`config.mk`:
```
export PLATFORM = sky130hd
export DESIGN_NAME = cbm_rtc
export DESIGN_NICKNAME = d
export VERILOG_FILES = /design/src/cbm_pkg.sv /design/src/cbm_rtc.sv
export SDC_FILE = /design/constraint.sdc
export NUM_CORES = 1
export LEC_CHECK = 0
export ABC_CLOCK_PERIOD_IN_PS = 6470
export BUFFER_PORTS_ARGS = -buffer_cell sky130_fd_sc_hd__buf_2
export CAP_MARGIN = 30
export CORE_MARGIN = 2
export CORE_UTILIZATION = 45
export CTS_BUF_LIST = sky130_fd_sc_hd__clkbuf_4
export DETAILED_ROUTE_END_ITERATION = 6
export GPL_TIMING_DRIVEN = 1
export HOLD_SLACK_MARGIN = 0.08
export PLACE_DENSITY_LB_ADDON = 0.05
export SETUP_SLACK_MARGIN = 0.05
export SYNTH_ARGS = -nofsm -noshare
export SYNTH_HDL_FRONTEND = slang
export SYNTH_SLANG_ARGS = --single-unit
```
`constraint.sdc`:
```
create_clock -name clk -period 6.47 [get_ports clk]
set_input_delay 0.3235 -clock clk [delete_from_list [all_inputs] [get_ports clk]]
set_output_delay 0.3235 -clock clk [all_outputs]
set_load 0.005 [all_outputs]
```
`src/cbm_pkg.sv`:
```
// ============================================================================
// cbm_pkg
// Shared types and constants for the cartridge bank mapper with clock.
// ============================================================================
`default_nettype none

package cbm_pkg;

    // Default size of the internal banked cartridge RAM, in bytes (a power of two).
    localparam int RAM_BYTES_DEF = 32768;

    // Depth of the result queue in front of the response port.
    localparam int OUTQ_DEPTH = 3;

    // Configuration port.
    localparam int CFG_ADDR_W = 4;
    localparam int CFG_DATA_W = 32;

    localparam logic [1:0] CFG_ROM_SIZE = 2'd0;
    localparam logic [1:0] CFG_RAM_SIZE = 2'd1;
    localparam logic [1:0] CFG_RTC      = 2'd2;

    localparam logic [4:0] ROM_LOG2_MAX = 5'd21;

    // Cartridge RAM size codes.
    localparam logic [2:0] RAM_CODE_2K  = 3'd1;
    localparam logic [2:0] RAM_CODE_8K  = 3'd2;
    localparam logic [2:0] RAM_CODE_32K = 3'd3;
    localparam logic [2:0] RAM_CODE_64K = 3'd4;

    // Clock register selects, counted from select 8.
    localparam logic [2:0] RTC_SEC  = 3'd0;
    localparam logic [2:0] RTC_MIN  = 3'd1;
    localparam logic [2:0] RTC_HOUR = 3'd2;
    localparam logic [2:0] RTC_DAYL = 3'd3;
    localparam logic [2:0] RTC_DAYH = 3'd4;

    localparam logic [7:0] RTC_SEL_LAST = 8'd12;
    localparam logic [3:0] RAM_EN_KEY   = 4'hA;
    localparam logic [7:0] BYTE_OPEN    = 8'hFF;

    // Control register regions, taken from address bits 14:13.
    localparam logic [1:0] CTL_RAM_EN   = 2'd0;
    localparam logic [1:0] CTL_ROM_BANK = 2'd1;
    localparam logic [1:0] CTL_RAM_BANK = 2'd2;
    localparam logic [1:0] CTL_LATCH    = 2'd3;

    typedef enum logic [1:0] {
        MODE_READ  = 2'd0,
        MODE_WRITE = 2'd1,
        MODE_TICK  = 2'd2,
        MODE_NONE  = 2'd3
    } mode_t;

    typedef struct packed {
        mode_t       mode;
        logic [15:0] address;
        logic [7:0]  data;
    } req_t;

    typedef struct packed {
        logic [7:0]  read_data;
        logic        rom_read;
        logic [20:0] rom_offset;
    } rsp_t;

    // Clock commands from the request decoder.
    typedef struct packed {
        logic       tick;
        logic       reg_wr;
        logic       latch_wr;
        logic [2:0] sel;
        logic [7:0] wdata;
    } rtc_cmd_t;

endpackage

`default_nettype wire

```
`src/cbm_rtc.sv`:
```
// ============================================================================
// cbm_rtc
// Real-time clock counters, halt and carry flags, and the latched copy.
// ============================================================================
`default_nettype none

module cbm_rtc
    import cbm_pkg::*;
(
    input  wire logic     clk,
    input  wire logic     rst_n,
    input  wire rtc_cmd_t cmd,
    output logic [7:0]    rd_byte
);

    logic [5:0] sec_reg, sec_next;
    logic [5:0] min_reg, min_next;
    logic [4:0] hour_reg, hour_next;
    logic [8:0] day_reg, day_next;
    logic       halt_reg, halt_next;
    logic       carry_reg, carry_next;
    logic       latch_prev_reg, latch_prev_next;
    logic [7:0] latched_reg [5];
    logic       do_latch;

    logic [6:0] sec_inc, min_inc;
    logic [5:0] hour_inc;
    logic [9:0] day_inc;
    logic       c_sec, c_min, c_hour;

    // One-second advance as a mixed-radix carry chain; every stage carries at most one.
    always_comb
    begin
        sec_inc  = {1'b0, sec_reg} + 7'd1;
        c_sec    = (sec_inc >= 7'd60);
        min_inc  = {1'b0, min_reg} + {6'd0, c_sec};
        c_min    = (min_inc >= 7'd60);
        hour_inc = {1'b0, hour_reg} + {5'd0, c_min};
        c_hour   = (hour_inc >= 6'd24);
        day_inc  = {1'b0, day_reg} + {9'd0, c_hour};
    end

    always_comb
    begin
        sec_next        = sec_reg;
        min_next        = min_reg;
        hour_next       = hour_reg;
        day_next        = day_reg;
        halt_next       = halt_reg;
        carry_next      = carry_reg;
        latch_prev_next = latch_prev_reg;
        do_latch        = 1'b0;
        if (cmd.tick && !halt_reg)
        begin
            sec_next   = c_sec  ? 6'(sec_inc - 7'd60)  : sec_inc[5:0];
            min_next   = c_min  ? 6'(min_inc - 7'd60)  : min_inc[5:0];
            hour_next  = c_hour ? 5'(hour_inc - 6'd24) : hour_inc[4:0];
            day_next   = day_inc[8:0];
            carry_next = carry_reg | day_inc[9];
        end
        if (cmd.reg_wr)
        begin
            unique case (cmd.sel)
                RTC_SEC:  sec_next  = cmd.wdata[5:0];
                RTC_MIN:  min_next  = cmd.wdata[5:0];
                RTC_HOUR: hour_next = cmd.wdata[4:0];
                RTC_DAYL: day_next  = {day_reg[8], cmd.wdata};
                RTC_DAYH:
                begin
                    day_next   = {cmd.wdata[0], day_reg[7:0]};
                    halt_next  = cmd.wdata[6];
                    carry_next = cmd.wdata[7];
                end
                default: ;
            endcase
        end
        if (cmd.latch_wr)
        begin
            do_latch        = !latch_prev_reg && cmd.wdata[0];
            latch_prev_next = cmd.wdata[0];
        end
    end

    always_ff @(posedge clk or negedge rst_n)
    begin
        if (!rst_n)
        begin
            sec_reg        <= '0;
            min_reg        <= '0;
            hour_reg       <= '0;
            day_reg        <= '0;
            halt_reg       <= 1'b0;
            carry_reg      <= 1'b0;
            latch_prev_reg <= 1'b0;
            for (int i = 0; i < 5; i++)
            begin
                latched_reg[i] <= '0;
            end
        end
        else
        begin
            sec_reg        <= sec_next;
            min_reg        <= min_next;
            hour_reg       <= hour_next;
            day_reg        <= day_next;
            halt_reg       <= halt_next;
            carry_reg      <= carry_next;
            latch_prev_reg <= latch_prev_next;
            if (do_latch)
            begin
                latched_reg[RTC_SEC]  <= {2'b00, sec_reg};
                latched_reg[RTC_MIN]  <= {2'b00, min_reg};
                latched_reg[RTC_HOUR] <= {3'b000, hour_reg};
                latched_reg[RTC_DAYL] <= day_reg[7:0];
                latched_reg[RTC_DAYH] <= {carry_reg, halt_reg, 5'b00000, day_reg[8]};
            end
        end
    end

    always_comb
    begin
        unique case (cmd.sel)
            RTC_SEC:  rd_byte = latched_reg[RTC_SEC];
            RTC_MIN:  rd_byte = latched_reg[RTC_MIN];
            RTC_HOUR: rd_byte = latched_reg[RTC_HOUR];
            RTC_DAYL: rd_byte = latched_reg[RTC_DAYL];
            RTC_DAYH: rd_byte = latched_reg[RTC_DAYH];
            default:  rd_byte = BYTE_OPEN;
        endcase
    end

endmodule

`default_nettype wire

```
==> impl_metrics.toml <==
[pwr]
peakVddDrop_v = 0.0001834
power_uw = 1464
p_leak_uw = 0.001658
cellPowerDensity_nw_per_um2 = 372.8

[hold_path]
hold_path_startpoint = "cmd[6]"
min_delay_worst_endpoint = "day_reg[6]"
min_delay_path_depth = 2
hold_class = "input pin to flip-flop"

[route]
drt_pass1_iterations = 4
routed_via_density = 5.790
postRouteAntennaNets = 0
num_vias = 2918
drtIter0Drc = 151
avgRoutedWirePerCell_um = 17.57
drcViolationCount = 0
wl_um = 8855

[timing]
relSlewSlack_pct = 37.55
skew_ps = 9.388
layout_setup_ws_ps = 490.5
finalSetupViolCount = 0
fmaxAchievable_ghz = 0.1672
worst_slew_pin_slew_ps = 936.7
rsz0062_at_grt = "false"
tns_ps = 0
fin_crit_sh_pct = 92.42
hold_violations = 0
maxSlewViolCount = 0
layout_min_cycle_time_ps = 5980

[finish]
syn_to_final_growth_pct = 10.92
nNetsFinal = 423
finalInstanceArea_um2 = 3926
multiInputGateArea_um2 = 1982
antenna_cells = 0
final_util_pct = 51.07
seq_area_um2 = 1430
drive_gt1_share_pct = 25.62
largest_reg_flops = 28
fill_cells = 771

[floorplan]
die_w_um = 92.69
num_rows = 32
start_util_pct = 46.04
fp.dieH_um = 92.69
boundaryPins = 24
die_area_um2 = 8591
core_area_um2 = 7687

[synth]
yosys_most_used_dff = "dfrtp_1"
avgSynthCellArea_um2 = 9.439
mappedNetlistArea_um2 = 3540
yosysTopAreaCell = "dfrtp_1"
synth_edf_count = 0
synth_nets = 401
async_flop_share_pct = 100.0
yosysUniqueCellTypes = 62
synth-seq-cells = 57
syn_inst = 375
yosys.area.top_type_share_pct = 40.30
synth-seq-area-share_pct = 40.30
yosysWarnings = 0
synth_area_leaders = "dfrtp_1, mux2_2, nand2_1, o21ai_0, ha_1"

[place]
gp_congestion = 0.8331
port_buffers = 23
place_ws_ps = 143.6
dpl_cell_area_um2 = 3675
place_hpwl_um = 6118

[clock_tree]
cts_buffers = 9
cts_tree = "yes"
cts-root-buf = "clkbuf_4"
cts.path.max_buffers = 2
htree_levels = 3
clock_latency_ps = 390
path_clk_slew_ps = 100
clkSinkCount = 57

[worst_setup_path]
cp_common_cell = "ha_1"
cp-end-kind = "flip-flop"
crit_path_max_fanout = 6
reg2reg_depth = 29
critPathSlowestCell = "or3b_2"
crit_path_start_kind = "flip-flop"
slowest_delay_ps = 470
crit_required_ps = 6760
crit_type = "flip-flop to flip-flop"
rr_startpoint = "sec_reg[0]"
arrival_ps = 6270
regToRegSetupSlack_ps = 490
reg2reg_to = "day_reg[7]"

[run]
drv_cap = 0

[grt]
grt_max_degree = 58
overflow = 0
grt_pass1_vias = 2750
grt_use_total_pct = 22.25
antenna_found_initial = 0
grt_pass1_wl_um = 14490

[status]
status = "finished, final reports clean"
-- cell usage after synthesis, drive strengths merged (2+ instances only) --
master   instances
o22ai            2
a221o            4
ha              10
mux2i           10
a21oi           16
a211o            2
o21a             2
and2             3
a211oi           8
a31oi            9
a21boi           2
o2111ai          3
a32oi            4
buf             15
and3             6
and3b            2
nand2           46
nor3b            2
xor2             5
or3              4
nand3           13
inv              6
o31ai            2
xnor2            7
clkbuf          12
o21ai           33
dfrtp           57
nor2            20
nand2b           3
a22o             3
a22oi            4
nand4            4
nor2b            6
nor3             6
mux2            30
-- cell families (layout without fill, tap and decap cells) --
group                    count (synthesis)  in the layout  synth area share [%]
buffers and inverters                   33             60                 4.949
multiplexers                            40             40                 12.37
XOR/XNOR                                12             12                 2.969
AO/OA/AOI/OAI                          100            100                 18.66
adder cells (fa/ha/maj)                 10             10                 3.535
flip-flops                              57             57                 40.30
AND/OR/NAND/NOR                        123            123                 17.22
-- cells in the final DEF (no fill, tap or decap), types with 3 or more instances in the layout --
| master | instances |
|---|---|
| nand2b_1 | 3 |
| xor2_1 | 4 |
| nand3_1 | 12 |
| mux2i_1 | 10 |
| or3_1 | 3 |
| a31oi_1 | 9 |
| xnor2_1 | 6 |
| a22oi_1 | 4 |
| mux2_2 | 30 |
| a32oi_1 | 4 |
| a22o_1 | 3 |
| nand2_1 | 45 |
| o21ai_1 | 3 |
| ha_1 | 7 |
| nand4_1 | 4 |
| clkbuf_4 | 10 |
| a211oi_1 | 7 |
| a221o_1 | 4 |
| dfrtp_2 | 3 |
| nor2b_1 | 6 |
| a21oi_1 | 16 |
| buf_2 | 23 |
| and3_1 | 6 |
| buf_4 | 14 |
| nor2_1 | 20 |
| nor3_1 | 4 |
| o21ai_0 | 30 |
| inv_1 | 5 |
| dfrtp_1 | 54 |
-- power breakdown --
part / switching (uW) / internal [uW] / total (uW)
logic: 271 / 295 / 566
clock network: 136 / 120 / 256
registers: 148 / 494 / 642
total: 555 / 909 / 1460
-- per-stage QoR --
stage / hold WS [ps] / std cells
after global routing: 150.4 / 504
after global placement: 480.9 / 479
after floorplan: 27.91 / 375
after detailed placement: 492.0 / 479
after CTS: 144.8 / 496
final: 171.3 / 504
-- worst max-delay path: cells and delay by family (launching register included) --
kind	cells	cell delay [ps]
xor gates and xnor gates	2	280
and+or+nand+nor	11	2010
muxes	1	170
DFF	1	450
AOI/OAI and AO/OA	8	1550
adders and majority gates	7	1410
-- metal layers --
| layer | vias to the layer above | track usage [%] | part of all wire [%] |
|---|---|---|---|
| met5 | - | 0 | 0 |
| met4 | 0 | 9.681 | 2.1 |
| met3 | 15 | 4.231 | 6.2 |
| met2 | 80 | 32.42 | 44 |
| met1 | 1410 | 32.29 | 48 |
| li1 | 1413 | - | - |
-- layout make-up --
cell class,count,area share (%)
well taps,102,3.250
clock buffers,10,1.912
flip-flops and latches,57,36.42
repair buffers,38,5.864
multi-input cells,285,50.48
clock inverters,6,1.498
inverters,6,0.5736
-- repair_timing --
action / in CTS / in global routing
endpoints found under the setup margin: 0 / 6
endpoints found under the hold margin: 10 / 0
hold buffers: 1 / 0
setup buffers: 0 / 8
gates resized for setup: 0 / 13
-- worst max-delay path by stage --
stage | slack, ps | endpoint | start
6_report | 490 | day_reg[7] | sec_reg[0]
5_1_grt | 60 | day_reg[7] | sec_reg[0]
3_3_place_gp | 330 | day_reg[6] | sec_reg[2]
2_1_floorplan | 580 | day_reg[6] | sec_reg[0]
4_1_cts | 110 | day_reg[8] | sec_reg[0]
3_5_place_dp | 140 | day_reg[6] | sec_reg[0]
Power figures use the tool's default switching activity.
