==> config.mk <==
export PLATFORM = sky130hd
export DESIGN_NAME = cbm_outq
export DESIGN_NICKNAME = d
export VERILOG_FILES = /design/src/cbm_pkg.sv /design/src/cbm_outq.sv
export SDC_FILE = /design/constraint.sdc
export NUM_CORES = 1
export LEC_CHECK = 0
export ABC_AREA = 1
export BUFFER_PORTS_ARGS = -buffer_cell sky130_fd_sc_hd__buf_4
export CAP_MARGIN = 20
export CORE_MARGIN = 1
export CORE_UTILIZATION = 50
export CTS_CLUSTER_SIZE = 28
export DETAILED_ROUTE_END_ITERATION = 6
export GPL_TIMING_DRIVEN = 0
export PLACE_DENSITY_LB_ADDON = 0.15
export SYNTH_ARGS = -nofsm -noshare
export SYNTH_HDL_FRONTEND = slang
export SYNTH_SLANG_ARGS = --single-unit
export TNS_END_PERCENT = 20
==> constraint.sdc <==
create_clock -name clk -period 6.2 [get_ports clk]
set_input_delay 0.31 -clock clk [delete_from_list [all_inputs] [get_ports clk]]
set_output_delay 0.31 -clock clk [all_outputs]
set_load 0.03 [all_outputs]
==> src/cbm_pkg.sv <==
// ============================================================================
// cbm_pkg
// Shared types and constants for the cartridge bank mapper with clock.
// ============================================================================
`default_nettype none

package cbm_pkg;

    // Default size of the internal banked cartridge RAM, in bytes (a power of two).
    localparam int RAM_BYTES_DEF = 32768;

    // Depth of the result queue in front of the response port.
    localparam int OUTQ_DEPTH = 3;

    // Configuration port.
    localparam int CFG_ADDR_W = 4;
    localparam int CFG_DATA_W = 32;

    localparam logic [1:0] CFG_ROM_SIZE = 2'd0;
    localparam logic [1:0] CFG_RAM_SIZE = 2'd1;
    localparam logic [1:0] CFG_RTC      = 2'd2;

    localparam logic [4:0] ROM_LOG2_MAX = 5'd21;

    // Cartridge RAM size codes.
    localparam logic [2:0] RAM_CODE_2K  = 3'd1;
    localparam logic [2:0] RAM_CODE_8K  = 3'd2;
    localparam logic [2:0] RAM_CODE_32K = 3'd3;
    localparam logic [2:0] RAM_CODE_64K = 3'd4;

    // Clock register selects, counted from select 8.
    localparam logic [2:0] RTC_SEC  = 3'd0;
    localparam logic [2:0] RTC_MIN  = 3'd1;
    localparam logic [2:0] RTC_HOUR = 3'd2;
    localparam logic [2:0] RTC_DAYL = 3'd3;
    localparam logic [2:0] RTC_DAYH = 3'd4;

    localparam logic [7:0] RTC_SEL_LAST = 8'd12;
    localparam logic [3:0] RAM_EN_KEY   = 4'hA;
    localparam logic [7:0] BYTE_OPEN    = 8'hFF;

    // Control register regions, taken from address bits 14:13.
    localparam logic [1:0] CTL_RAM_EN   = 2'd0;
    localparam logic [1:0] CTL_ROM_BANK = 2'd1;
    localparam logic [1:0] CTL_RAM_BANK = 2'd2;
    localparam logic [1:0] CTL_LATCH    = 2'd3;

    typedef enum logic [1:0] {
        MODE_READ  = 2'd0,
        MODE_WRITE = 2'd1,
        MODE_TICK  = 2'd2,
        MODE_NONE  = 2'd3
    } mode_t;

    typedef struct packed {
        mode_t       mode;
        logic [15:0] address;
        logic [7:0]  data;
    } req_t;

    typedef struct packed {
        logic [7:0]  read_data;
        logic        rom_read;
        logic [20:0] rom_offset;
    } rsp_t;

    // Clock commands from the request decoder.
    typedef struct packed {
        logic       tick;
        logic       reg_wr;
        logic       latch_wr;
        logic [2:0] sel;
        logic [7:0] wdata;
    } rtc_cmd_t;

endpackage

`default_nettype wire

==> src/cbm_outq.sv <==
// ============================================================================
// cbm_outq
// Small result queue that decouples the response port from the pipeline.
// ============================================================================
`default_nettype none

module cbm_outq
    import cbm_pkg::*;
(
    input  wire logic clk,
    input  wire logic rst_n,
    input  wire logic push,
    input  wire rsp_t push_data,
    output logic      rsp_valid,
    input  wire logic rsp_stall,
    output rsp_t      rsp,
    output logic [$clog2(OUTQ_DEPTH+1)-1:0] count
);

    localparam int PW = $clog2(OUTQ_DEPTH);
    localparam int CW = $clog2(OUTQ_DEPTH + 1);
    localparam logic [PW-1:0] PTR_LAST = PW'(OUTQ_DEPTH - 1);

    rsp_t          entry_reg [OUTQ_DEPTH];
    logic [PW-1:0] head_reg, head_next;
    logic [PW-1:0] tail_reg, tail_next;
    logic [CW-1:0] count_reg, count_next;
    logic          pop;

    assign rsp_valid = (count_reg != '0);
    assign rsp       = entry_reg[head_reg];
    assign count     = count_reg;
    assign pop       = rsp_valid && !rsp_stall;

    always_comb
    begin
        head_next  = pop  ? ((head_reg == PTR_LAST) ? '0 : head_reg + 1'b1) : head_reg;
        tail_next  = push ? ((tail_reg == PTR_LAST) ? '0 : tail_reg + 1'b1) : tail_reg;
        count_next = count_reg + CW'(push) - CW'(pop);
    end

    always_ff @(posedge clk or negedge rst_n)
    begin
        if (!rst_n)
        begin
            head_reg  <= '0;
            tail_reg  <= '0;
            count_reg <= '0;
        end
        else
        begin
            head_reg  <= head_next;
            tail_reg  <= tail_next;
            count_reg <= count_next;
        end
    end

    always_ff @(posedge clk)
    begin
        if (push)
        begin
            entry_reg[tail_reg] <= push_data;
        end
    end

endmodule

`default_nettype wire

==> results of run 1 <==
[placed cells by master (no fill, tap or decap)]
cell type                       count
sky130_fd_sc_hd__buf_16             2
sky130_fd_sc_hd__buf_2              6
sky130_fd_sc_hd__buf_4             66
sky130_fd_sc_hd__buf_6              5
sky130_fd_sc_hd__buf_8              3
sky130_fd_sc_hd__clkbuf_1           1
sky130_fd_sc_hd__clkbuf_8           9
sky130_fd_sc_hd__clkinv_1           1
sky130_fd_sc_hd__clkinv_2           1
sky130_fd_sc_hd__clkinvlp_4         1
sky130_fd_sc_hd__dfrtp_1            6
sky130_fd_sc_hd__dlygate4sd3_1      1
sky130_fd_sc_hd__edfxtp_1          90
sky130_fd_sc_hd__ha_1               2
sky130_fd_sc_hd__inv_1             12
sky130_fd_sc_hd__inv_2              1
sky130_fd_sc_hd__inv_6              3
sky130_fd_sc_hd__nand2_1           72
sky130_fd_sc_hd__nand3_1           65
sky130_fd_sc_hd__nor2_1             1
sky130_fd_sc_hd__nor2_4             1
sky130_fd_sc_hd__nor2_8             1
sky130_fd_sc_hd__o21ai_0            2
[metrics by stage]
step           worst slack (ns)  utilization (%)
6_report                   4.38             65.5
5_1_grt                    4.31             65.5
4_1_cts                    4.35             65.5
3_5_place_dp               4.47             62.9
3_3_place_gp               3.18             62.0
2_1_floorplan              4.02                -
[where the power goes]
part	internal, W	total [W]	switching, W
clock network	0.000148	0.000361	0.000213
logic	0.000407	0.00115	0.000738
registers	0.000835	0.000862	0.0000276
[critical path, stage by stage, from the launching register on]
cell and delay (ns):
sky130_fd_sc_hd__dfrtp_1 0.38, sky130_fd_sc_hd__buf_6 0.14, sky130_fd_sc_hd__nor2_8 0.16, sky130_fd_sc_hd__buf_8 0.15, sky130_fd_sc_hd__nand2_1 0.05, sky130_fd_sc_hd__nand3_1 0.10
sky130_fd_sc_hd__buf_4 0.18
[worst paths after layout]
kind,slack [ns],cells after the start,end,from
worst min register to register,0.56,2,tail_reg[1],tail_reg[0]
min in group asynchronous,0.32,2,count[0],rst_n
worst max register to register,4.48,4,entry_reg[1][1],tail_reg[1]
worst max-delay path,4.38,6,rsp[1],head_reg[0]
max in group asynchronous,5.76,2,head_reg[0],rst_n
worst min-delay path,0.14,1,entry_reg[2][14],push_data[14]
[cells in the mapped netlist, drive strengths merged]
library cell / count
buf: 14
dfrtp: 6
edfxtp: 90
ha: 2
inv: 13
nand2: 72
nand3: 65
nor2: 3
o21ai: 2
[metal layers]
layer	global-route usage (%)	up-vias	wire length [um]
met1	23.9	1081	2970
li1	-	1106	-
met3	3.96	10	253
met2	32.8	46	3490
met5	0	-	0
met4	8.49	0	107
[layout make-up]
class,count,area (um2)
plain buffers,14,131
flip-flops and latches,96,2850
multi-input cells,144,666
fillers,530,2390
well taps,96,120
repair buffers,69,561
clock buffers,10,128
clock inverters,6,42.5
inverters,13,48.8
[cell families after synthesis]
| family | count (synthesis) | synth area share (%) |
|---|---|---|
| simple gates | 140 | 16.9 |
| flops | 96 | 77.3 |
| buf+inv | 27 | 4.88 |
| compound gates | 2 | 0.271 |
| fa+ha+maj | 2 | 0.678 |
==> PnR_summary.wiki, run 1 <==
{| class="wikitable"
! Metric !! Value
|-
| Post-cts gate resize count || 0
|-
| Ratio of cells with drive above 1 in the final layout || 28.1%
|-
| Kind of end point of the critical path || primary output
|-
| Reg clk slew, reported paths || roughly 0.1 ns
|-
| Placed Instance Area || 4370 um2
|-
| Avg Inst Size Synth || between 10 and 15 um2
|-
| Static leakage || 1.81 nW
|-
| Min cycle time layout || 1.82 ns
|-
| Worst ir drop on vdd || 0.245 mV
|-
| First-pass GRT wire length || roughly 11,000 um
|-
| Max clock buf depth || 2
|-
| # rows || 30
|-
| Initial antenna violation count || 0
|-
| Number of pins with negative max-slew slack in the final report || 0
|-
| Port Buf Inserts || 66
|-
| Overall routing resource usage || 19.2%
|-
| Hold_ws || between 0.1 and 0.15 ns
|-
| Final clock period utilization by the worst path || 29.3%
|-
| Largest net degree at the start of global routing || 31
|-
| Final TNS setup || 0 ns
|-
| Die extent in y || around 88 um
|-
| Fmax achieved || 551 MHz
|-
| Area share of the largest cell type after synthesis || between 70% and 80%
|-
| Cell count after placement || roughly 430
|-
| Worst Hold Class || input pin to register
|-
| Sum of internal, switching and leakage power || approximately 0.0024 W
|-
| Number of distinct library cells after synthesis || 13
|-
| Num CTS Buffers || 9
|-
| Register area share after synthesis || 77.3%
|-
| PwrDens || 521 nW/um2
|-
| Post-synthesis cell count || between 200 and 300
|-
| Cell chosen for the clock root || sky130_fd_sc_hd__clkbuf_8
|-
| Effective utilization at floorplan || 53.2%
|-
| Post-detail-place hpwl || 4360 um
|-
| Post-Syn Area || 3690 um2
|-
| Number of setup violations in the final report || 0
|-
| Insertion delay to the later sink of the worst-skew pair || 0.36 ns
|-
| Vias after detailed routing || 2,243
|-
| Synth top area cells || sky130_fd_sc_hd__edfxtp_1, sky130_fd_sc_hd__nand3_1, sky130_fd_sc_hd__nand2_1
|-
| Count of nets after finishing || roughly 380
|-
| Synth-to-Final Area Change || 23.3%
|-
| CP max FO || 10
|-
| Max_cap viols || 0
|-
| Sinks on Clock Net || 96
|-
| Startpoint class of the critical path || register
|-
| DRC Markers || 0
|-
| Total congestion overflow || 0
|-
| Critical Setup Path Class || register to primary output
|-
| CP Data Required Time || 5.89 ns
|-
| Number of global-route vias before repair || between 2k and 2.5k
|-
| H-tree levels || 3
|-
| Drt initial violations || 94
|-
| Post-Syn Nets || just over 300
|-
| Detailed Route WL || 6820 um
|-
| Count of antenna diodes in the layout || 0
|-
| Hold Buf Count CTS || 1
|-
| Flip-flop count of the largest register, all copies and words added || 90
|-
| Number of warnings issued by yosys || 0
|-
| Final non-filler cell area || 4550 um2
|-
| Ports || 67
|-
| Postcts setup bufs || 0
|-
| Cell taking the most area after synthesis || sky130_fd_sc_hd__edfxtp_1
|-
| Setup repair after global routing missed its margin || false
|-
| Relative slew slack || 37.5%
|-
| Routed Antenna Nets || 0
|-
| Worst Tran Pin Value || 0.936 ns
|-
| Core outline area || roughly 6900 um2
|-
| Fin Clk Skew || 0.00722 ns
|-
| Die area || 7730 um2
|-
| Length of the first detailed-routing pass in iterations || 4
|-
| Outcome || finished clean
|-
| Non-Filler Instances || 448
|-
| WL/cell || 15.2 um
|-
| Critical path data arrival time || 1.51 ns
|-
| GPL Wtd Cong || about 0.73
|-
| Clock tree from TritonCTS || built
|-
| Die X-Extent || 87.9 um
|-
| Hold violation count in the final report || 0
|-
| Flip-flop and latch count after synthesis || between 90 and 100
|-
| Vias per cell || 5.01
|}
Power figures use the tool's default switching activity.
==> run 2: changes to the inputs <==
clock period = 1.7 ns   (was 6.2 ns; I/O delays follow)
==> PnR_summary.wiki, run 2 (synthesis results as in run 1) <==
{| class="wikitable"
! Metric !! Value
|-
| First-pass GRT wire length || 11,700 um (was 10,600 um)
|-
| Flip-flop count of the largest register, all copies and words added || 90 (unchanged)
|-
| Highest-count cells in the layout ignoring fill and taps || sky130_fd_sc_hd__edfxtp_1, sky130_fd_sc_hd__nand2_1, sky130_fd_sc_hd__buf_4 (unchanged)
|-
| Cell count after placement || 432 (was 431)
|-
| Ratio of cells with drive above 1 in the final layout || 26.6% (was 28.1%)
|-
| Routed Antenna Nets || 0 (unchanged)
|-
| Overall routing resource usage || 21.2% (was 19.2%)
|-
| Reg clk slew, reported paths || 0.08 ns (was 0.10 ns)
|-
| Max_cap viols || 0 (unchanged)
|-
| Static leakage || 1.94 nW (was 1.81 nW)
|-
| Relative slew slack || 66.4% (was 37.5%)
|-
| Number of global-route vias before repair || 2,367 (was 2,130)
|-
| Ports || 67 (unchanged)
|-
| PwrDens || 1810 nW/um2 (was 521 nW/um2)
|-
| Die extent in y || 87.9 um (unchanged)
|-
| CP Data Required Time || 1.62 ns (was 5.89 ns)
|-
| Num CTS Buffers || 9 (unchanged)
|-
| Die X-Extent || 87.9 um (unchanged)
|-
| Vias per cell || 5.05 (was 5.01)
|-
| Port Buf Inserts || 66 (unchanged)
|-
| Kind of end point of the critical path || primary output (unchanged)
|-
| GPL Wtd Cong || 0.685 (was 0.733)
|-
| Clock tree from TritonCTS || built (unchanged)
|-
| Length of the first detailed-routing pass in iterations || 4 (unchanged)
|-
| Critical Setup Path Class || register to primary output (unchanged)
|-
| Setup repair after global routing missed its margin || false (unchanged)
|-
| Final TNS setup || 0 ns (unchanged)
|-
| Count of antenna diodes in the layout || 0 (unchanged)
|-
| Insertion delay to the later sink of the worst-skew pair || 0.35 ns (was 0.36 ns)
|-
| Vias after detailed routing || 2,418 (was 2,243)
|-
| Post-detail-place hpwl || 4660 um (was 4360 um)
|-
| Worst Tran Pin Value || 0.502 ns (was 0.936 ns)
|-
| DRC Markers || 0 (unchanged)
|-
| Outcome || finished clean (unchanged)
|-
| Die area || 7730 um2 (unchanged)
|-
| CP max FO || 10 (unchanged)
|-
| Total congestion overflow || 0 (unchanged)
|-
| Largest net degree at the start of global routing || 19 (was 31)
|-
| Initial antenna violation count || 0 (unchanged)
|-
| WL/cell || 15.6 um (was 15.2 um)
|-
| Postcts setup bufs || 0 (unchanged)
|-
| H-tree levels || 3 (unchanged)
|-
| Hold violation count in the final report || 0 (unchanged)
|-
| Max clock buf depth || 2 (unchanged)
|-
| Min cycle time layout || 1.59 ns
|-
| Startpoint class of the critical path || register (unchanged)
|-
| Core outline area || 6940 um2 (unchanged)
|-
| Number of pins with negative max-slew slack in the final report || 0 (unchanged)
|-
| Fin Clk Skew || 0.00838 ns (was 0.00722 ns)
|-
| Drt initial violations || 140 (was 94)
|-
| Sinks on Clock Net || 96 (unchanged)
|-
| Number of setup violations in the final report || 0 (unchanged)
|-
| Fmax achieved || 628 MHz
|-
| Most common library cell in the layout ignoring fill and taps || sky130_fd_sc_hd__edfxtp_1 (unchanged)
|-
| Worst Hold Class || input pin to register (unchanged)
|-
| Cell chosen for the clock root || sky130_fd_sc_hd__clkbuf_8 (unchanged)
|-
| Effective utilization at floorplan || 53.2% (unchanged)
|-
| Worst ir drop on vdd || 1.15 mV (was 0.245 mV)
|-
| Count of nets after finishing || 415 (was 383)
|-
| Synth-to-Final Area Change || 33.1% (was 23.3%)
|-
| # rows || 30 (unchanged)
|-
| Critical path data arrival time || 1.51 ns (about the same)
|-
| Non-Filler Instances || 479 (was 448)
|-
| Final clock period utilization by the worst path || 93.7%
|-
| Detailed Route WL || 7470 um (was 6820 um)
|}
## run 2: cell types whose count changed in the layout (fill, tap and decap cells not counted), sizes merged
cell,delta
clkinvlp,+3
dlygate4sd3,+31
bufinv,+1
inv,-5
buf,+1
## run 2: critical path, stage by stage, from the launching register on
cell and delay [ns]:
sky130_fd_sc_hd__dfrtp_1 0.38, sky130_fd_sc_hd__buf_6 0.14, sky130_fd_sc_hd__nor2_8 0.16, sky130_fd_sc_hd__buf_8 0.16
sky130_fd_sc_hd__nand2_1 0.06, sky130_fd_sc_hd__nand3_1 0.09, sky130_fd_sc_hd__buf_4 0.17
## run 2: cell type report
cell class / instances / area [um2]
Timing Repair Buffer: 101 / 898
Clock buffer: 10 / 128
Fill cell: 521 / 2030
Tap cell: 96 / 120
Clock inverter: 5 / 58.8
Buffer: 14 / 131
Inverter: 13 / 56.3
Multi-Input combinational cell: 144 / 666
Sequential cell: 96 / 2850
## run 2: worst paths after layout
kind,depth (start not counted),endpoint,startpoint,slack (ns)
worst max-delay path,6,rsp[3],head_reg[0],0.11
worst min-delay path,4,head_reg[1],rsp_stall,0.02
worst max register to register,4,entry_reg[1][24],tail_reg[1],0.17
worst min register to register,2,tail_reg[0],tail_reg[0],0.61
max in group asynchronous,2,head_reg[0],rst_n,1.51
min in group asynchronous,2,count[0],rst_n,0.07
## run 2: repair_timing
| action | CTS | global route |
|---|---|---|
| hold buffers | 32 | 0 |
| endpoints found under the setup margin | 32 | 0 |
| gates resized for setup | 2 | 0 |
| hold endpoints to repair | 99 | 0 |
## run 2: where the power goes
group          leakage, nW  internal, W  switching, W  total (W)
clock               0.0883     0.000673      0.000766    0.00144
sequential           0.905      0.00304      0.000103    0.00315
combinational        0.948      0.00156       0.00275    0.00430
total                 1.94      0.00527       0.00362    0.00889
## run 2: per-stage QoR
stage / total power, W / util (%) / setup WS (ns) / cell area (um2) / hold WS, ns
6_report: 0.00889 / 70.7 / 0.107 / 4910 / 0.0212
5_1_grt: 0.00934 / 70.7 / 0.0280 / 4910 / 0.0391
4_1_cts: 0.00895 / 70.7 / 0.0897 / 4910 / 0.0104
3_5_place_dp: 0.00746 / 63.3 / -0.0536 / 4400 / -0.102
3_3_place_gp: 0.00729 / 62.1 / -0.508 / 4310 / -0.103
2_1_floorplan: 0.00590 / - / -0.0286 / 3690 / -0.211
## run 2: metal layers
layer  up-vias  track usage, %  part of all wire, %
li1       1165               -                    -
met1      1178            25.7                   42
met2        63            37.4                   52
met3        12            4.24                  4.1
met4         0            8.49                  1.6
met5         -               0                    0
